--- src/rtl/wtts_pkg.sv ---
// Shared types, codes and constants for the weld torch trigger sequencer.
// No dependencies; used by every module under rtl/.
package wtts_pkg;

    // Default width of the elapsed tick counter
    localparam int TICK_COUNT_BITS_DEF = 12;

    // Field widths
    localparam int WIRE_W    = 12;
    localparam int RATE_W    = 7;
    localparam int TIME_W    = 8;
    localparam int PROD_W    = WIRE_W + RATE_W;
    localparam int REF_W     = 12;
    localparam int CNT_W     = 12;
    localparam int PHASE_W   = 3;
    localparam int CFG_IDX_W = 3;
    localparam int CFG_DAT_W = 8;
    localparam int S_DATA_W  = 16;
    localparam int M_DATA_W  = 40;

    // Phase codes
    localparam logic [PHASE_W-1:0] PH_PRE  = 3'd0;
    localparam logic [PHASE_W-1:0] PH_WELD = 3'd1;
    localparam logic [PHASE_W-1:0] PH_BURN = 3'd2;
    localparam logic [PHASE_W-1:0] PH_POST = 3'd3;
    localparam logic [PHASE_W-1:0] PH_EXIT = 3'd4;

    // Output flag bit positions
    localparam int FL_GAS      = 0;
    localparam int FL_PULSE    = 1;
    localparam int FL_CVREF    = 2;
    localparam int FL_FORCEOFF = 3;
    localparam int FL_MSTOP    = 4;
    localparam int FL_ENDSTOP  = 5;
    localparam int FL_CRATER   = 6;
    localparam int FLAG_W      = 7;

    // Configuration register indexes
    localparam logic [CFG_IDX_W-1:0] CFG_TRIGGER_MODE = 3'd0;
    localparam logic [CFG_IDX_W-1:0] CFG_PREFLOW      = 3'd1;
    localparam logic [CFG_IDX_W-1:0] CFG_BURNBACK     = 3'd2;
    localparam logic [CFG_IDX_W-1:0] CFG_POSTFLOW     = 3'd3;
    localparam logic [CFG_IDX_W-1:0] CFG_CREEP_RATE   = 3'd4;
    localparam logic [CFG_IDX_W-1:0] CFG_CREEP_TIME   = 3'd5;

    // Trigger modes
    localparam logic MODE_2T = 1'b0;
    localparam logic MODE_4T = 1'b1;

    // Beat kinds carried on the slave tuser
    localparam logic CMD_EVAL = 1'b0;
    localparam logic CMD_TICK = 1'b1;

    // Divide by 100: q = (p * RECIP) >> SHIFT, exact for p < 2^19
    localparam int                RECIP_W     = 20;
    localparam logic [RECIP_W-1:0] CREEP_RECIP = 20'd671089;
    localparam int                CREEP_SHIFT = 26;
    localparam int                QUOT_W      = PROD_W + RECIP_W - CREEP_SHIFT;
    localparam logic [REF_W-1:0]  REF_MAX     = '1;

    typedef struct packed {
        logic              trigger_mode;
        logic [TIME_W-1:0] preflow_time;
        logic [TIME_W-1:0] burnback_time;
        logic [TIME_W-1:0] postflow_time;
        logic [RATE_W-1:0] creep_rate_percent;
        logic [TIME_W-1:0] creep_time;
    } t_cfg;

    // Registered input beat; creep product precomputed
    typedef struct packed {
        logic              cmd;
        logic              torch_pressed;
        logic              gas_mode_selected;
        logic              global_error;
        logic [PROD_W-1:0] creep_prod;
    } t_item;

    typedef struct packed {
        logic [PHASE_W-1:0] phase;
        logic [FLAG_W-1:0]  flags;
        logic               cycle_active;
        logic               reference_valid;
        logic [REF_W-1:0]   reference_value;
        logic [CNT_W-1:0]   creep_down_count;
    } t_result;

endpackage

--- src/rtl/weld_torch_trigger_sequencer_unit.sv ---
// Top level of the weld torch trigger sequencer (2T / 4T with crater).
// Depends on wtts_pkg, wtts_cfg_regs, wtts_in_stage, wtts_seq_core.
//
//  channel   | direction | handshake              | payload
//  ----------+-----------+------------------------+---------------------------
//  s stream  | in        | i_s_tvalid/o_s_tready  | tdata: trigger beat, tuser: cmd
//  m stream  | out       | o_m_tvalid/i_m_tready  | tdata: outputs, tuser: ref valid
//  cfg write | in        | i_cfg_valid/o_cfg_ready| i_cfg_index, i_cfg_data
//
// Every beat gives one result beat. A beat is held in the input register
// (wire speed times creep rate is formed there), then the phase machine and
// divide-by-100 update state and the result register; one beat per cycle
// is sustained while the master side is ready. Reset is synchronous; it loads
// the configuration defaults and puts the phase at exit. A stalled result
// holds the input register, which then holds the slave side.
module weld_torch_trigger_sequencer_unit #(
    parameter int TICK_COUNT_BITS = wtts_pkg::TICK_COUNT_BITS_DEF
) (
    input  logic                            i_clk,
    input  logic                            i_rst_n,
    // tdata: torch_pressed[0], gas_mode_selected[1], global_error[2],
    //        wire_speed[14:3], zero[15]
    input  logic                            i_s_tvalid,
    output logic                            o_s_tready,
    input  logic [wtts_pkg::S_DATA_W-1:0]   i_s_tdata,
    // tuser: cmd[0]
    input  logic                            i_s_tuser,
    // tdata: phase[2:0], gas_valve_on[3], pulse_start[4], cv_reference_on[5],
    //        force_output_off[6], motor_stop[7], end_pulse_stop[8],
    //        crater_active[9], cycle_active[10], reference_value[22:11],
    //        creep_down_count[34:23], zero[39:35]
    output logic                            o_m_tvalid,
    input  logic                            i_m_tready,
    output logic [wtts_pkg::M_DATA_W-1:0]   o_m_tdata,
    // tuser: reference_valid[0]
    output logic                            o_m_tuser,
    input  logic                            i_cfg_valid,
    output logic                            o_cfg_ready,
    input  logic [wtts_pkg::CFG_IDX_W-1:0]  i_cfg_index,
    input  logic [wtts_pkg::CFG_DAT_W-1:0]  i_cfg_data
);

    wtts_pkg::t_cfg    w_cfg;
    wtts_pkg::t_item   w_item;
    wtts_pkg::t_result w_result;
    logic              w_item_valid;
    logic              w_take;

    wtts_cfg_regs u_cfg (
        .i_clk       (i_clk),
        .i_rst_n     (i_rst_n),
        .i_cfg_valid (i_cfg_valid),
        .o_cfg_ready (o_cfg_ready),
        .i_cfg_index (i_cfg_index),
        .i_cfg_data  (i_cfg_data),
        .o_cfg       (w_cfg)
    );

    wtts_in_stage u_in (
        .i_clk               (i_clk),
        .i_rst_n             (i_rst_n),
        .i_valid             (i_s_tvalid),
        .o_ready             (o_s_tready),
        .i_cmd               (i_s_tuser),
        .i_torch_pressed     (i_s_tdata[0]),
        .i_gas_mode_selected (i_s_tdata[1]),
        .i_global_error      (i_s_tdata[2]),
        .i_wire_speed        (i_s_tdata[14:3]),
        .i_creep_rate        (w_cfg.creep_rate_percent),
        .i_take              (w_take),
        .o_valid             (w_item_valid),
        .o_item              (w_item)
    );

    wtts_seq_core #(
        .TICK_COUNT_BITS (TICK_COUNT_BITS)
    ) u_core (
        .i_clk    (i_clk),
        .i_rst_n  (i_rst_n),
        .i_cfg    (w_cfg),
        .i_valid  (w_item_valid),
        .i_item   (w_item),
        .o_take   (w_take),
        .o_valid  (o_m_tvalid),
        .i_ready  (i_m_tready),
        .o_result (w_result)
    );

    // Pack the result beat
    assign o_m_tdata = {5'd0,
                        w_result.creep_down_count,
                        w_result.reference_value,
                        w_result.cycle_active,
                        w_result.flags[wtts_pkg::FL_CRATER],
                        w_result.flags[wtts_pkg::FL_ENDSTOP],
                        w_result.flags[wtts_pkg::FL_MSTOP],
                        w_result.flags[wtts_pkg::FL_FORCEOFF],
                        w_result.flags[wtts_pkg::FL_CVREF],
                        w_result.flags[wtts_pkg::FL_PULSE],
                        w_result.flags[wtts_pkg::FL_GAS],
                        w_result.phase};
    assign o_m_tuser = w_result.reference_valid;

    // Weld enable and burnback reference are never driven together
    a_pulse_cvref_excl: assert property (@(posedge i_clk) disable iff (!i_rst_n)
        o_m_tvalid |-> !(o_m_tdata[4] && o_m_tdata[5]))
        else $error("pulse_start and cv_reference_on both set");

    // An unissued reference reads as zero
    a_ref_zero: assert property (@(posedge i_clk) disable iff (!i_rst_n)
        (o_m_tvalid && !o_m_tuser) |-> (o_m_tdata[22:11] == '0))
        else $error("reference_value nonzero without reference_valid");

    // Creep count only comes with the weld-start beat
    a_creep_weld: assert property (@(posedge i_clk) disable iff (!i_rst_n)
        (o_m_tvalid && o_m_tdata[34:23] != '0)
            |-> (o_m_tdata[2:0] == wtts_pkg::PH_WELD && o_m_tuser))
        else $error("creep_down_count outside weld start");

endmodule

--- src/rtl/wtts_cfg_regs.sv ---
// Configuration register file for the trigger sequencer.
// Depends on wtts_pkg.
module wtts_cfg_regs (
    input  logic                          i_clk,
    input  logic                          i_rst_n,
    input  logic                          i_cfg_valid,
    output logic                          o_cfg_ready,
    input  logic [wtts_pkg::CFG_IDX_W-1:0] i_cfg_index,
    input  logic [wtts_pkg::CFG_DAT_W-1:0] i_cfg_data,
    output wtts_pkg::t_cfg                o_cfg
);

    wtts_pkg::t_cfg r_cfg;

    assign o_cfg_ready = 1'b1;
    assign o_cfg       = r_cfg;

    // Register writes; unknown indexes are dropped
    always_ff @(posedge i_clk) begin
        if (!i_rst_n) begin
            r_cfg.trigger_mode       <= 1'b0;
            r_cfg.preflow_time       <= 8'd5;
            r_cfg.burnback_time      <= 8'd10;
            r_cfg.postflow_time      <= 8'd5;
            r_cfg.creep_rate_percent <= 7'd50;
            r_cfg.creep_time         <= 8'd5;
        end else if (i_cfg_valid) begin
            unique case (i_cfg_index)
                wtts_pkg::CFG_TRIGGER_MODE: r_cfg.trigger_mode <= i_cfg_data[0];
                wtts_pkg::CFG_PREFLOW:      r_cfg.preflow_time <= i_cfg_data;
                wtts_pkg::CFG_BURNBACK:     r_cfg.burnback_time <= i_cfg_data;
                wtts_pkg::CFG_POSTFLOW:     r_cfg.postflow_time <= i_cfg_data;
                wtts_pkg::CFG_CREEP_RATE:
                    r_cfg.creep_rate_percent <= i_cfg_data[wtts_pkg::RATE_W-1:0];
                wtts_pkg::CFG_CREEP_TIME:   r_cfg.creep_time <= i_cfg_data;
                default: ;
            endcase
        end
    end

endmodule

--- src/rtl/wtts_in_stage.sv ---
// Input register stage: captures one beat and forms wire_speed * creep rate.
// Depends on wtts_pkg.
module wtts_in_stage (
    input  logic                           i_clk,
    input  logic                           i_rst_n,
    input  logic                           i_valid,
    output logic                           o_ready,
    input  logic                           i_cmd,
    input  logic                           i_torch_pressed,
    input  logic                           i_gas_mode_selected,
    input  logic                           i_global_error,
    input  logic [wtts_pkg::WIRE_W-1:0]    i_wire_speed,
    input  logic [wtts_pkg::RATE_W-1:0]    i_creep_rate,
    input  logic                           i_take,
    output logic                           o_valid,
    output wtts_pkg::t_item                o_item
);

    logic            r_valid;
    wtts_pkg::t_item r_item;
    logic            w_load;

    assign o_ready = !r_valid || i_take;
    assign w_load  = i_valid && o_ready;
    assign o_valid = r_valid;
    assign o_item  = r_item;

    // Occupancy
    always_ff @(posedge i_clk) begin
        if (!i_rst_n) begin
            r_valid <= 1'b0;
        end else if (w_load) begin
            r_valid <= 1'b1;
        end else if (i_take) begin
            r_valid <= 1'b0;
        end
    end

    // Payload; the product is registered before the divide-by-100 stage
    always_ff @(posedge i_clk) begin
        if (w_load) begin
            r_item.cmd               <= i_cmd;
            r_item.torch_pressed     <= i_torch_pressed;
            r_item.gas_mode_selected <= i_gas_mode_selected;
            r_item.global_error      <= i_global_error;
            r_item.creep_prod        <= wtts_pkg::PROD_W'(i_wire_speed)
                                        * wtts_pkg::PROD_W'(i_creep_rate);
        end
    end

endmodule

--- src/rtl/wtts_seq_core.sv ---
// Trigger phase machine, tick counter and result register.
// Depends on wtts_pkg.
module wtts_seq_core #(
    parameter int TICK_COUNT_BITS = wtts_pkg::TICK_COUNT_BITS_DEF
) (
    input  logic            i_clk,
    input  logic            i_rst_n,
    input  wtts_pkg::t_cfg  i_cfg,
    input  logic            i_valid,
    input  wtts_pkg::t_item i_item,
    output logic            o_take,
    output logic            o_valid,
    input  logic            i_ready,
    output wtts_pkg::t_result o_result
);

    localparam logic [TICK_COUNT_BITS-1:0] TICK_MAX = '1;

    // Sequencer state
    logic [wtts_pkg::PHASE_W-1:0] r_phase, n_phase;
    logic                         r_cycle, n_cycle;
    logic                         r_timer, n_timer;
    logic [TICK_COUNT_BITS-1:0]   r_elapsed, n_elapsed;
    logic                         r_released, n_released;
    logic                         r_crater_set, n_crater_set;
    logic                         r_rel_seen, n_rel_seen;
    logic [wtts_pkg::FLAG_W-1:0]  r_flags, n_flags;

    logic                         r_out_valid;
    wtts_pkg::t_result            r_result;

    logic                         n_ref_issued;
    logic [wtts_pkg::REF_W-1:0]   n_ref_val;
    logic [wtts_pkg::CNT_W-1:0]   n_creep_cnt;

    logic [TICK_COUNT_BITS-1:0]   w_pre_lim, w_burn_lim, w_post_lim;
    logic [wtts_pkg::CNT_W-1:0]   w_creep_cnt;
    logic [wtts_pkg::PROD_W+wtts_pkg::RECIP_W-1:0] w_recip_prod;
    logic [wtts_pkg::QUOT_W-1:0]  w_quot;
    logic [wtts_pkg::REF_W-1:0]   w_creep_ref;
    logic                         w_press;

    assign o_take   = i_valid && (!r_out_valid || i_ready);
    assign o_valid  = r_out_valid;
    assign o_result = r_result;
    assign w_press  = i_item.torch_pressed;

    // Limits: ten times the flow times, burnback as is
    assign w_pre_lim   = TICK_COUNT_BITS'({4'd0, i_cfg.preflow_time, 3'd0})
                       + TICK_COUNT_BITS'({4'd0, i_cfg.preflow_time, 1'b0});
    assign w_post_lim  = TICK_COUNT_BITS'({4'd0, i_cfg.postflow_time, 3'd0})
                       + TICK_COUNT_BITS'({4'd0, i_cfg.postflow_time, 1'b0});
    assign w_burn_lim  = TICK_COUNT_BITS'(i_cfg.burnback_time);
    assign w_creep_cnt = wtts_pkg::CNT_W'({i_cfg.creep_time, 3'd0})
                       + wtts_pkg::CNT_W'({i_cfg.creep_time, 1'b0});

    // Creep reference: product / 100 by reciprocal, then clamp
    assign w_recip_prod = (wtts_pkg::PROD_W + wtts_pkg::RECIP_W)'(i_item.creep_prod)
                        * (wtts_pkg::PROD_W + wtts_pkg::RECIP_W)'(wtts_pkg::CREEP_RECIP);
    assign w_quot       = w_recip_prod[wtts_pkg::PROD_W+wtts_pkg::RECIP_W-1:
                                       wtts_pkg::CREEP_SHIFT];
    assign w_creep_ref  = (w_quot > wtts_pkg::QUOT_W'(wtts_pkg::REF_MAX))
                        ? wtts_pkg::REF_MAX : w_quot[wtts_pkg::REF_W-1:0];

    // Next state for one beat; updates apply in program order
    always_comb begin
        n_phase      = r_phase;
        n_cycle      = r_cycle;
        n_timer      = r_timer;
        n_elapsed    = r_elapsed;
        n_released   = r_released;
        n_crater_set = r_crater_set;
        n_rel_seen   = r_rel_seen;
        n_flags      = r_flags;
        n_ref_issued = 1'b0;
        n_ref_val    = '0;
        n_creep_cnt  = '0;

        if (i_item.cmd == wtts_pkg::CMD_TICK) begin
            // Timer tick, saturating
            if (r_timer && r_elapsed != TICK_MAX) begin
                n_elapsed = r_elapsed + 1'b1;
            end
        end else if (w_press || r_cycle) begin
            if (i_item.gas_mode_selected && !i_item.global_error) begin
                if (!r_cycle) begin
                    n_phase = wtts_pkg::PH_PRE;
                end
                if (i_cfg.trigger_mode == wtts_pkg::MODE_2T) begin
                    // Two-step
                    unique case (n_phase)
                        wtts_pkg::PH_PRE: begin
                            n_flags[wtts_pkg::FL_FORCEOFF] = 1'b0;
                            if (!n_cycle) begin
                                n_flags[wtts_pkg::FL_GAS]   = 1'b1;
                                n_flags[wtts_pkg::FL_CVREF] = 1'b0;
                                n_flags[wtts_pkg::FL_MSTOP] = 1'b1;
                                n_timer   = 1'b1;
                                n_elapsed = '0;
                                n_cycle   = 1'b1;
                            end
                            if (n_elapsed >= w_pre_lim) begin
                                n_timer   = 1'b0;
                                n_elapsed = '0;
                                n_flags[wtts_pkg::FL_GAS]   = 1'b1;
                                n_flags[wtts_pkg::FL_CVREF] = 1'b0;
                                n_flags[wtts_pkg::FL_PULSE] = 1'b1;
                                n_flags[wtts_pkg::FL_MSTOP] = 1'b0;
                                n_phase = wtts_pkg::PH_WELD;
                            end
                            if (!w_press) n_phase = wtts_pkg::PH_EXIT;
                        end
                        wtts_pkg::PH_WELD: begin
                            n_flags[wtts_pkg::FL_CVREF] = 1'b0;
                            n_flags[wtts_pkg::FL_PULSE] = 1'b1;
                            if (!w_press) begin
                                n_timer   = 1'b1;
                                n_elapsed = '0;
                                n_flags[wtts_pkg::FL_PULSE]   = 1'b0;
                                n_flags[wtts_pkg::FL_CVREF]   = 1'b1;
                                n_flags[wtts_pkg::FL_ENDSTOP] = 1'b1;
                                n_phase = wtts_pkg::PH_BURN;
                            end
                        end
                        wtts_pkg::PH_BURN: begin
                            if (n_elapsed >= w_burn_lim) begin
                                n_timer   = 1'b1;
                                n_elapsed = '0;
                                n_flags[wtts_pkg::FL_PULSE] = 1'b0;
                                n_flags[wtts_pkg::FL_CVREF] = 1'b1;
                                n_phase = wtts_pkg::PH_POST;
                            end
                            if (w_press) n_phase = wtts_pkg::PH_EXIT;
                        end
                        wtts_pkg::PH_POST: begin
                            n_flags[wtts_pkg::FL_FORCEOFF] = 1'b1;
                            n_flags[wtts_pkg::FL_MSTOP]    = 1'b1;
                            if (n_elapsed >= w_post_lim) begin
                                n_flags[wtts_pkg::FL_GAS]   = 1'b0;
                                n_flags[wtts_pkg::FL_PULSE] = 1'b0;
                                n_flags[wtts_pkg::FL_CVREF] = 1'b0;
                                n_timer   = 1'b0;
                                n_elapsed = '0;
                                n_phase   = wtts_pkg::PH_EXIT;
                            end
                            if (w_press) n_phase = wtts_pkg::PH_EXIT;
                        end
                        default: begin
                            n_timer   = 1'b0;
                            n_elapsed = '0;
                            n_cycle   = 1'b0;
                            n_flags[wtts_pkg::FL_PULSE] = 1'b0;
                            n_flags[wtts_pkg::FL_CVREF] = 1'b0;
                            n_phase   = wtts_pkg::PH_EXIT;
                        end
                    endcase
                end else begin
                    // Four-step with crater
                    unique case (n_phase)
                        wtts_pkg::PH_PRE: begin
                            n_flags[wtts_pkg::FL_FORCEOFF] = 1'b0;
                            if (!n_cycle) begin
                                n_flags[wtts_pkg::FL_GAS]   = 1'b1;
                                n_flags[wtts_pkg::FL_CVREF] = 1'b0;
                                n_timer   = 1'b1;
                                n_elapsed = '0;
                                n_cycle   = 1'b1;
                            end else if (n_elapsed >= w_pre_lim && !w_press) begin
                                n_timer   = 1'b0;
                                n_elapsed = '0;
                                n_flags[wtts_pkg::FL_GAS]   = 1'b1;
                                n_flags[wtts_pkg::FL_CVREF] = 1'b0;
                                n_flags[wtts_pkg::FL_PULSE] = 1'b1;
                                n_flags[wtts_pkg::FL_MSTOP] = 1'b0;
                                n_ref_val    = w_creep_ref;
                                n_ref_issued = 1'b1;
                                n_creep_cnt  = w_creep_cnt;
                                n_phase      = wtts_pkg::PH_WELD;
                            end
                        end
                        wtts_pkg::PH_WELD: begin
                            if (!n_released) begin
                                if (w_press) begin
                                    n_flags[wtts_pkg::FL_FORCEOFF] = 1'b1;
                                end else begin
                                    n_flags[wtts_pkg::FL_FORCEOFF] = 1'b0;
                                    n_released = 1'b1;
                                end
                            end else if (!n_crater_set) begin
                                if (w_press) begin
                                    n_flags[wtts_pkg::FL_CRATER] = 1'b1;
                                    n_crater_set = 1'b1;
                                end
                            end else if (!w_press) begin
                                n_timer   = 1'b1;
                                n_elapsed = '0;
                                n_flags[wtts_pkg::FL_PULSE]   = 1'b0;
                                n_flags[wtts_pkg::FL_CVREF]   = 1'b1;
                                n_flags[wtts_pkg::FL_ENDSTOP] = 1'b1;
                                n_flags[wtts_pkg::FL_CRATER]  = 1'b0;
                                n_phase = wtts_pkg::PH_BURN;
                            end
                        end
                        wtts_pkg::PH_BURN: begin
                            if (n_elapsed >= w_burn_lim) begin
                                n_flags[wtts_pkg::FL_PULSE] = 1'b0;
                                n_flags[wtts_pkg::FL_CVREF] = 1'b1;
                                n_timer      = 1'b1;
                                n_elapsed    = '0;
                                n_crater_set = 1'b0;
                                n_phase      = wtts_pkg::PH_POST;
                            end
                            // Press after a release aborts
                            if (!w_press && !n_rel_seen) n_rel_seen = 1'b1;
                            else if (w_press && n_rel_seen) n_phase = wtts_pkg::PH_EXIT;
                        end
                        wtts_pkg::PH_POST: begin
                            n_flags[wtts_pkg::FL_FORCEOFF] = 1'b1;
                            n_flags[wtts_pkg::FL_MSTOP]    = 1'b1;
                            if (n_elapsed >= w_post_lim) begin
                                n_flags[wtts_pkg::FL_GAS]   = 1'b0;
                                n_flags[wtts_pkg::FL_PULSE] = 1'b0;
                                n_flags[wtts_pkg::FL_CVREF] = 1'b0;
                                n_timer   = 1'b0;
                                n_elapsed = '0;
                                n_phase   = wtts_pkg::PH_EXIT;
                            end
                            if (!w_press && !n_rel_seen) n_rel_seen = 1'b1;
                            else if (w_press && n_rel_seen) n_phase = wtts_pkg::PH_EXIT;
                        end
                        default: begin
                            n_phase = wtts_pkg::PH_EXIT;
                            if (!w_press) begin
                                n_flags[wtts_pkg::FL_PULSE] = 1'b0;
                                n_flags[wtts_pkg::FL_CVREF] = 1'b0;
                                n_timer      = 1'b0;
                                n_elapsed    = '0;
                                n_cycle      = 1'b0;
                                n_released   = 1'b0;
                                n_rel_seen   = 1'b0;
                                n_crater_set = 1'b0;
                            end
                        end
                    endcase
                end
            end
        end else if (i_item.global_error) begin
            // Idle with error: issue a zero reference
            n_ref_issued = 1'b1;
        end
    end

    // State update, one beat per cycle while the result side is not stalled
    always_ff @(posedge i_clk) begin
        if (!i_rst_n) begin
            r_phase      <= wtts_pkg::PH_EXIT;
            r_cycle      <= 1'b0;
            r_timer      <= 1'b0;
            r_elapsed    <= '0;
            r_released   <= 1'b0;
            r_crater_set <= 1'b0;
            r_rel_seen   <= 1'b0;
            r_flags      <= '0;
        end else if (o_take) begin
            r_phase      <= n_phase;
            r_cycle      <= n_cycle;
            r_timer      <= n_timer;
            r_elapsed    <= n_elapsed;
            r_released   <= n_released;
            r_crater_set <= n_crater_set;
            r_rel_seen   <= n_rel_seen;
            r_flags      <= n_flags;
        end
    end

    // Result register valid
    always_ff @(posedge i_clk) begin
        if (!i_rst_n) begin
            r_out_valid <= 1'b0;
        end else if (o_take) begin
            r_out_valid <= 1'b1;
        end else if (i_ready) begin
            r_out_valid <= 1'b0;
        end
    end

    // Result payload
    always_ff @(posedge i_clk) begin
        if (o_take) begin
            r_result.phase            <= n_phase;
            r_result.flags            <= n_flags;
            r_result.cycle_active     <= n_cycle;
            r_result.reference_valid  <= n_ref_issued;
            r_result.reference_value  <= n_ref_val;
            r_result.creep_down_count <= n_creep_cnt;
        end
    end

endmodule

--- config.mk ---
export PLATFORM = sky130hd
export DESIGN_NAME = weld_torch_trigger_sequencer_unit
export DESIGN_NICKNAME = d
export VERILOG_FILES = /design/src/rtl/wtts_pkg.sv /design/src/rtl/weld_torch_trigger_sequencer_unit.sv /design/src/rtl/wtts_cfg_regs.sv /design/src/rtl/wtts_in_stage.sv /design/src/rtl/wtts_seq_core.sv
export SDC_FILE = /design/constraint.sdc
export NUM_CORES = 1
export LEC_CHECK = 0
export BUFFER_PORTS_ARGS = -buffer_cell sky130_fd_sc_hd__buf_2
export CORE_MARGIN = 8
export CORE_UTILIZATION = 60
export CTS_CLUSTER_SIZE = 20
export DETAILED_ROUTE_END_ITERATION = 8
export PLACE_DENSITY = 0.76
export REMOVE_ABC_BUFFERS = 1
export SLEW_MARGIN = 20
export SYNTH_ARGS = -nofsm -noshare
export SYNTH_HDL_FRONTEND = slang
export SYNTH_SLANG_ARGS = --single-unit
--- constraint.sdc ---
create_clock -name i_clk -period 6.59 [get_ports i_clk]
set_input_delay 0 -clock i_clk [delete_from_list [all_inputs] [get_ports i_clk]]
set_output_delay 0 -clock i_clk [all_outputs]
set_load 0.03 [all_outputs]
## After elaboration in Yosys (flattened, before gate mapping)

Index checks and enable logic that the tools add are counted.

- Bits of input ports: 33
- Output and inout bits: 44
- Logic and storage cells: 237
- Bits in registers: 128

- Eq/ne operators: 24
- Mux-type cells: 127
- $mul: 2
- Magnitude comparators: 5
- Reductions and logical operators: 38
- Bitwise operators: 10
- $add $sub $neg: 4

Operators with widths:

| cell | count |
|---|---|
| 2-to-1 mux 12 bit | 20 |
| one-hot mux 12 bit (4 select lines) | 2 |
| 2-to-1 mux 3 bit | 26 |
| 2-to-1 mux 1 bit | 50 |
| multiplier 19 x 20 -> 39 bit, second input constant | 1 |
| adder 11 x 9 -> 12 bit | 3 |
| >= comparator 12 bit | 3 |
| one-hot mux 3 bit (4 select lines) | 2 |
| 2-to-1 mux 7 bit | 3 |
| multiplier 12 x 7 -> 19 bit | 1 |
| 2-to-1 mux 2 bit | 9 |
| AND reduction 9 bit | 2 |
| one-hot mux 2 bit (4 select lines) | 2 |
| one-hot mux 1 bit (2 select lines) | 7 |
| AND reduction 7 bit | 2 |
| greater-than comparator 13 x 12 -> 1 bit, second input constant | 1 |
| adder 12 x 1 -> 12 bit, second input constant | 1 |
| == test 3 x 2 -> 1 bit, second input constant | 4 |
| >= comparator 12 x 8 -> 1 bit | 1 |
| != test 12 bit, second input constant | 1 |
| AND reduction 2 bit | 6 |
| != test 2 x 1 -> 1 bit, second input constant | 5 |
| NOT 1 bit | 10 |
| != test 4 x 3 -> 1 bit, second input constant | 2 |
| other kinds (21) | 46 |

## Depth between registers and ports, before layout

Gate-level depths: netlist of the first run.

- Depth after elaboration: 19
- Depth in mapped cells: 22
- Gate-level depth less buffers: 21

## Cells and area by module

Synthesis of the first run repeated with hierarchy kept, for this count alone.

- Cell total of the unflattened synthesis: 1687
- Area total of the unflattened synthesis: 15990.3 um2

Modules (own cells, without submodules):

| module | sequential area each (um2) | instances | cells an instance | area an instance (um2) |
|---|---|---|---|---|
| wtts_seq_core | 1611.5 | 1 | 1172 | 10879.2 |
| wtts_in_stage | 710.7 | 1 | 356 | 3470.8 |
| wtts_cfg_regs | 800.8 | 1 | 153 | 1599.0 |
| weld_torch_trigger_sequencer_unit | 0.0 | 1 | 6 | 41.3 |

## Worst setup path after synthesis of the first run

OpenSTA, ideal clock, no wires.

- Path type: reg2reg
- Start point: register u_in.r_item (netlist bit u_in.o_item[17])
- End point: register u_core.r_result (netlist bit u_core.o_result[19]), data pin
- Data required time: 6.320 ns
- Cell stages (with the launch flop): 20
- Period minus slack after synthesis: 6.016 ns
- Buffers on the path: 0
- Setup time: 0.270 ns
- Slack: 0.574 ns
- Arrival: 5.746 ns
- Cells stage by stage: edfxtp_1 > fa_1 > inv_1 > fa_1 > inv_1 > fa_1 > fa_1 > fa_1 > inv_1 > fa_1 > inv_1 > ha_1 > a21o_1 > a221o_1 > nand3_1 > o211ai_1 > o41a_1 > a31oi_1 > xor2_1 > a31oi_1

- Word-level cells in the longest chain between the ends: 3

RTL lines:

| what | line | RTL |
|---|---|---|
| from (decl) | wtts_in_stage.sv:20 | `wtts_pkg::t_item r_item;` |
| multiplier 19 x 20 -> 39 bit (*) | wtts_seq_core.sv:59 | `* (wtts_pkg::PROD_W + wtts_pkg::RECIP_W)'(wtts_pkg::CREEP_RECIP);` |
| greater-than comparator 13 x 12 -> 1 bit | wtts_seq_core.sv:62 | `assign w_creep_ref = (w_quot > wtts_pkg::QUOT_W'(wtts_pkg::REF_MAX))` |
| 2-to-1 mux 12 bit (*) | wtts_seq_core.sv:63 | `? wtts_pkg::REF_MAX : w_quot[wtts_pkg::REF_W-1:0];` |
| to (decl) | wtts_seq_core.sv:30 | `wtts_pkg::t_result r_result;` |

Mark *: on every way between the ends. The rest lies on a longest branch, timed or not.
A chain may end at the register's enable or synchronous reset.

## Worst setup path after layout of the first run

- Start point: register u_in.r_item (netlist bit u_in.o_item[13])
- End point: register u_core.r_result (netlist bit u_core.o_result[19]), data pin

Same word-level chain as after synthesis.

==> results of run 1 <==
worst max-delay path by stage:
| stage | startpoint | end | cells past startpoint |
|---|---|---|---|
| after floorplan | u_in.o_item[17] | u_core.o_result[12] | 19 |
| after global placement | u_in.o_item[18] | u_core.o_result[19] | 19 |
| after detailed placement | u_in.o_item[18] | u_core.o_result[19] | 19 |
| after CTS | u_in.o_item[18] | u_core.o_result[19] | 19 |
| after global routing | u_in.o_item[18] | u_core.o_result[14] | 19 |
| final | u_in.o_item[13] | u_core.o_result[19] | 17 |
stage by stage:
step | instance area, µm² | utilization, % | std cells
6_report | 17300 | 66.6 | 2157
3_5_place_dp | 16600 | 63.6 | 2110
4_1_cts | 17300 | 66.5 | 2157
3_3_place_gp | 16600 | 63.6 | 2110
2_1_floorplan | 15700 | - | 1695
5_1_grt | 17300 | 66.6 | 2157
worst register-to-register path, delay by kind of cell, from the launching register on:
| kind | cells | cell delay [ns] |
|---|---|---|
| buffers and inverters | 2 | 0.09 |
| adder cells (fa/ha/maj) | 7 | 3.65 |
| XOR/XNOR | 1 | 0.16 |
| flip-flops | 1 | 0.56 |
| AO/OA/AOI/OAI | 5 | 1.24 |
| AND/OR/NAND/NOR | 2 | 0.29 |
flip-flops by register name, summed over array words and instances (netlist names):
name	count
u_in.o_item	23
u_in.o_valid	1
u_core.o_valid	1
u_core.r_crater_set	1
u_core.r_released	1
u_core.r_phase	3
u_core.r_timer	1
u_core.o_result	35
u_core.r_flags	7
u_core.r_rel_seen	1
u_core.r_cycle	1
u_cfg.o_cfg	40
u_core.r_elapsed	12
cells in the mapped netlist (6+ instances only):
| cell type | n |
|---|---|
| and3_1 | 8 |
| fa_1 | 177 |
| nor2_1 | 75 |
| and2_1 | 45 |
| o211ai_1 | 10 |
| mux2i_1 | 8 |
| a21oi_1 | 91 |
| ha_1 | 259 |
| o21a_1 | 11 |
| nand4_1 | 14 |
| o21bai_1 | 7 |
| nand3_1 | 30 |
| edfxtp_1 | 58 |
| clkbuf_1 | 35 |
| a31o_2 | 6 |
| o21ai_0 | 58 |
| nand2b_1 | 14 |
| buf_4 | 8 |
| nor2b_1 | 17 |
| or3_1 | 6 |
| dfxtp_1 | 69 |
| or2_2 | 7 |
| nand2_1 | 182 |
| a31oi_1 | 26 |
| inv_1 | 329 |
| nor3_1 | 16 |
| xnor2_1 | 22 |
| a21o_1 | 35 |
| xor2_1 | 15 |
| a211oi_1 | 9 |
what timing repair did:
action                                  4_1_cts  5_1_grt
hold buffers                                 15        0
endpoints found under the hold margin        46        0
resized for setup                             0        2
endpoints found under the setup margin        0       12
layer usage:
layer,GRT usage (%),vias to the layer above,wire [µm]
met3,3.14,71,1990
met1,33.6,5852,17500
met2,40.1,364,17500
met4,7.44,0,925
li1,-,5896,-
met5,0,-,0
cells in the final DEF, fill, tap and decap left out, types with 22 or more instances in the layout:
| master | instances |
|---|---|
| o21ai_0 | 58 |
| dfxtp_1 | 69 |
| a21o_1 | 35 |
| xnor2_1 | 22 |
| and2_1 | 45 |
| nand2_1 | 182 |
| a31oi_1 | 26 |
| fa_1 | 177 |
| nand3_1 | 30 |
| buf_2 | 68 |
| nor2_1 | 75 |
| edfxtp_1 | 58 |
| a21oi_1 | 91 |
| inv_1 | 329 |
| ha_1 | 259 |
cell families (layout without fill, tap and decap cells):
| kind of cell | count (synthesis) | count (layout) | synth area share [%] |
|---|---|---|---|
| other cells | 2 | 7 | 0.0471 |
| compound gates | 318 | 318 | 13.2 |
| xor+xnor | 37 | 37 | 2.03 |
| mux | 8 | 8 | 0.502 |
| flops | 127 | 127 | 19.6 |
| simple gates | 432 | 432 | 12.8 |
| fa+ha+maj | 436 | 436 | 42.5 |
| buf+inv | 383 | 457 | 9.33 |
cell type report:
type,count,area share (%)
clock buffer,17,2.45
clock inverter,15,1.06
inverter,330,7.14
multi-input combinational,1238,65.6
sequential,127,18.0
tap,335,2.42
timing repair buffer,95,3.35
==> qor.csv, run 1 <==
metric,value,unit
status,"finished, final reports clean",
Worst path max stage delay,0.73,ns
fin. max-slew vios,0,
CP Class,reg2reg,
Syn Std Cell Area,16000,µm²
post-layout min period,6.29,ns
Root Buffer,clkbuf_16,
post-layout worst setup margin,0.299,ns
Slew HR,26.9,%
Syn Area/Cell,9.15,µm²
clock buffer depth,2,
grt ovf,0,
DR vias/cell,5.65,
nets@finish,2278,
total track usage,24.5,%
Hold EP,u_cfg.o_cfg[13],
RSZ-0062 raised after global routing,no,
"Distinct cells, synth",78,
WHS,0.0325,ns
R2R cell count,17,
Area Overhead vs Synth,8.77,%
"Cell Chain, Critical Path",fa_1 > fa_1 > fa_1 > fa_1 > fa_1 > inv_1 > fa_1 > inv_1 > ha_1 > and3_1 > a221o_1 > nand3_1 > o211ai_1 > o41a_1 > a31oi_1 > xor2_1 > a31oi_1,
critical path data required time,6.72,ns
H-Tree Depth,4,
# port buffers,68,
Yosys warning count,0,
number of synthesized flops with an enable pin,58,
DRC violations left,0,
clk_skew,0.0166,ns
R2R Path End,u_core.o_result[19],
Final Routed Wirelength,38000,µm
"FF+latch count, synth",127,
CTS tree,built,
synth top area cells,"fa_1 (22%), ha_1 (20%), edfxtp_1 (11%), dfxtp_1 (8.7%), inv_1 (7.7%)",
sequential element share of the synthesized area,19.6,%
hold crit path type,in2reg,
DP Wirelength,30400,µm
min-delay src,i_rst_n,
Die Ht,179,µm
Clock Latency Late Sink,0.44,ns
number of cells on the worst hold path,2,
Final setup viols,0,
R2R Setup Slk,0.30,ns
Fmax,159,MHz
clk sink count,127,
vias in the first global route,12491,
Num CTS Buffers,17,
DIE WIDTH,179,µm
Crit-path slowest cell,fa_1,
setup bufs post-CTS,0,
routed len/inst,17.6,µm
RD Place Congestion,0.951,
Post-DRT Antenna Nets,0,
post-route clock period utilization,95.5,%
die area,32100,µm²
Buffers & Inverters on Critical Path,2,
"Largest delay share family, worst path",adder cells,
share of layout cells above drive strength 1,7.90,%
I/O Pins,77,
Vias,12183,
Multi-input gate area,11400,µm²
first-pass GRT wire length,62600,µm
Place WS,0.272,ns
first-pass iteration count of the detailed router,7,
Worst EP arrival,6.42,ns
ys async rst share,0,%
CP max FO,6,
clock-pin slew on the worst setup and hold paths,0.06,ns
Filler Cells Inserted,2101,
Slew @ Worst Pin,1.10,ns
# rows,59,
largest net degree at the start of global routing,47,
Max Cap Viol,0,
reg-to-reg startpoint,u_in.o_item[13],
cell mode on critical path,fa_1,
post-synth top area share,22.2,%
Fin. Hold Viols,0,
n_diodes,0,
core area,26100,µm²
initial antenna violation count,0,
CP Launch Type,flop,
ys flop type,dfxtp_1,
Sequential cell area,3120,µm²
Starting Density,61.2,%
cells after synthesis,1743,
initial drt markers,959,
total negative slack,0,ns
type of element capturing the critical path,flop,
Yosys top cell by area,fa_1,
Power of run 1 is left out: the tool's default activity adds up to more than one toggle a clock period on the data nets, which glitch-free logic cannot reach.
==> run 2, diff against run 1 <==
--- a/config.mk
+++ b/config.mk
@@ -5,12 +5,13 @@
 export SDC_FILE = /design/constraint.sdc
 export NUM_CORES = 1
 export LEC_CHECK = 0
-export BUFFER_PORTS_ARGS = -buffer_cell sky130_fd_sc_hd__buf_2
 export CORE_MARGIN = 8
 export CORE_UTILIZATION = 60
+export CTS_BUF_LIST = sky130_fd_sc_hd__clkbuf_8
 export CTS_CLUSTER_SIZE = 20
 export DETAILED_ROUTE_END_ITERATION = 8
-export PLACE_DENSITY = 0.76
+export DONT_BUFFER_PORTS = 1
+export PLACE_DENSITY = 0.74
 export REMOVE_ABC_BUFFERS = 1
 export SLEW_MARGIN = 20
 export SYNTH_ARGS = -nofsm -noshare
==> run 2 against run 1 <==
Effect of this change: clock-buffer cell count grew 1; critical path depth grew 1; critical path type unchanged; wire length grew 1.5%; non-clock buffer count shrank 35; die area is the same; via count grew 1.0%; sequential cell count is the same.
==> qor.csv, run 2 (synthesized netlist as in run 1, its figures left out) <==
metric,value,unit
clock buffer depth,2,
first-pass iteration count of the detailed router,6,
initial antenna violation count,1,
initial drt markers,1000,
Root Buffer,clkbuf_8,
CP max FO,12,
n_diodes,0,
Slew @ Worst Pin,1.18,ns
Max Cap Viol,0,
hold crit path type,in2reg,
Clock Latency Late Sink,0.47,ns
core area,26100,µm²
clk sink count,127,
Num CTS Buffers,17,
H-Tree Depth,4,
I/O Pins,77,
fin. max-slew vios,0,
critical path data required time,6.75,ns
Fin. Hold Viols,0,
"commonest non-fill, non-tap cells in the layout","inv_1 (329), ha_1 (259), nand2_1 (182), fa_1 (177), a21oi_1 (91)",
die area,32100,µm²
Post-DRT Antenna Nets,0,
status,"finished, final reports clean",
Starting Density,61.2,%
total track usage,25.2,%
clk_skew,0.0231,ns
Worst EP arrival,6.43,ns
RSZ-0062 raised after global routing,no,
"Cell Chain, Critical Path",fa_1 > fa_1 > fa_1 > fa_1 > fa_1 > inv_1 > fa_1 > inv_1 > ha_1 > buf_4 > nand4_1 > nor3_4 > nand4_1 > a21oi_2 > o2111a_1 > buf_4 > or3_4 > a31oi_1,
post-route clock period utilization,95.1,%
Die Ht,179,µm
Largest register FFs,40,
grt ovf,0,
Crit-path slowest cell,fa_1,
DRC violations left,0,
nets@finish,2243,
Vias,12308,
largest net degree at the start of global routing,49,
Final Routed Wirelength,38500,µm
# rows,59,
CP Launch Type,flop,
Area Overhead vs Synth,6.95,%
"commonest non-fill, non-tap cell in the layout",inv_1,
vias in the first global route,12516,
DR vias/cell,5.80,
Final setup viols,0,
type of element capturing the critical path,flop,
WHS,0.0497,ns
first-pass GRT wire length,63700,µm
RD Place Congestion,0.926,
CTS tree,built,
share of layout cells above drive strength 1,5.37,%
Slew HR,21.2,%
cell mode on critical path,fa_1,
DP Wirelength,31300,µm
Fmax,160,MHz
Worst path max stage delay,0.64,ns
clock-pin slew on the worst setup and hold paths,0.09,ns
post-layout min period,6.27,ns
# port buffers,0,
routed len/inst,18.2,µm
DIE WIDTH,179,µm
CP Class,reg2reg,
==> run 2: cell types whose count changed in the layout (fill, tap and decap cells not counted), moves of 2 or more <==
cell,previous run,this run
clkbuf_16,17,0
bufinv_16,3,1
inv_4,0,2
buf_2,68,0
dlygate4sd3_1,15,30
clkbuf_8,0,18
buf_4,12,30
==> run 2: worst paths after layout <==
kind                   startpoint             endpoint  slack [ns]  depth (start not counted)
hold / removal            i_rst_n      u_cfg.o_cfg[39]        0.05                          3
setup / recovery  u_in.o_item[13]  u_core.o_result[16]        0.32                         18
hold reg to reg   u_cfg.o_cfg[27]      u_cfg.o_cfg[27]        0.46                          2
setup reg to reg  u_in.o_item[13]  u_core.o_result[16]        0.32                         18
==> run 2: what timing repair did <==
item	in CTS	in global routing
hold buffers	30	0
resized for setup	1	2
endpoints found under the hold margin	61	0
endpoints found under the setup margin	7	11
buffers inserted	0	0
==> run 2: routing by layer <==
metal,vias up,GRT usage [%],wire (µm)
met2,447,40.9,18100
met1,5930,33.1,16700
met4,2,8.72,1180
met3,83,5.03,2550
li1,5846,-,-
met5,-,0,18
==> run 2: layout make-up <==
| type | instances | area (µm²) |
|---|---|---|
| multi-input cells | 1238 | 11400 |
| fillers | 2140 | 9000 |
| flip-flops and latches | 127 | 3120 |
| inverters | 330 | 1240 |
| repair buffers | 60 | 526 |
| well taps | 335 | 419 |
| clock buffers | 18 | 248 |
| clock inverters | 14 | 129 |
==> run 2: worst max-delay path: cells and delay by family, from the launching register on <==
family	cells	cell delay [ns]
adder cells (fa/ha/maj)	7	3.49
AO/OA/AOI/OAI	3	0.65
flip-flops	1	0.57
buffers and inverters	4	0.36
AND/OR/NAND/NOR	4	0.89
==> run 2: through the flow <==
stage                     std cells  setup TNS, ns  util, %  worst slack [ns]  area, µm²
final                          2122              0     65.5             0.324      17100
after global routing           2122              0     65.5            0.0297      17100
after CTS                      2122              0     65.4             0.256      17000
after detailed placement       2060         -0.352     62.8           -0.0741      16400
after global placement         2060              0     62.8             0.119      16400
after floorplan                1695              0        -             0.346      15700
Power of run 2 is left out for the same reason.
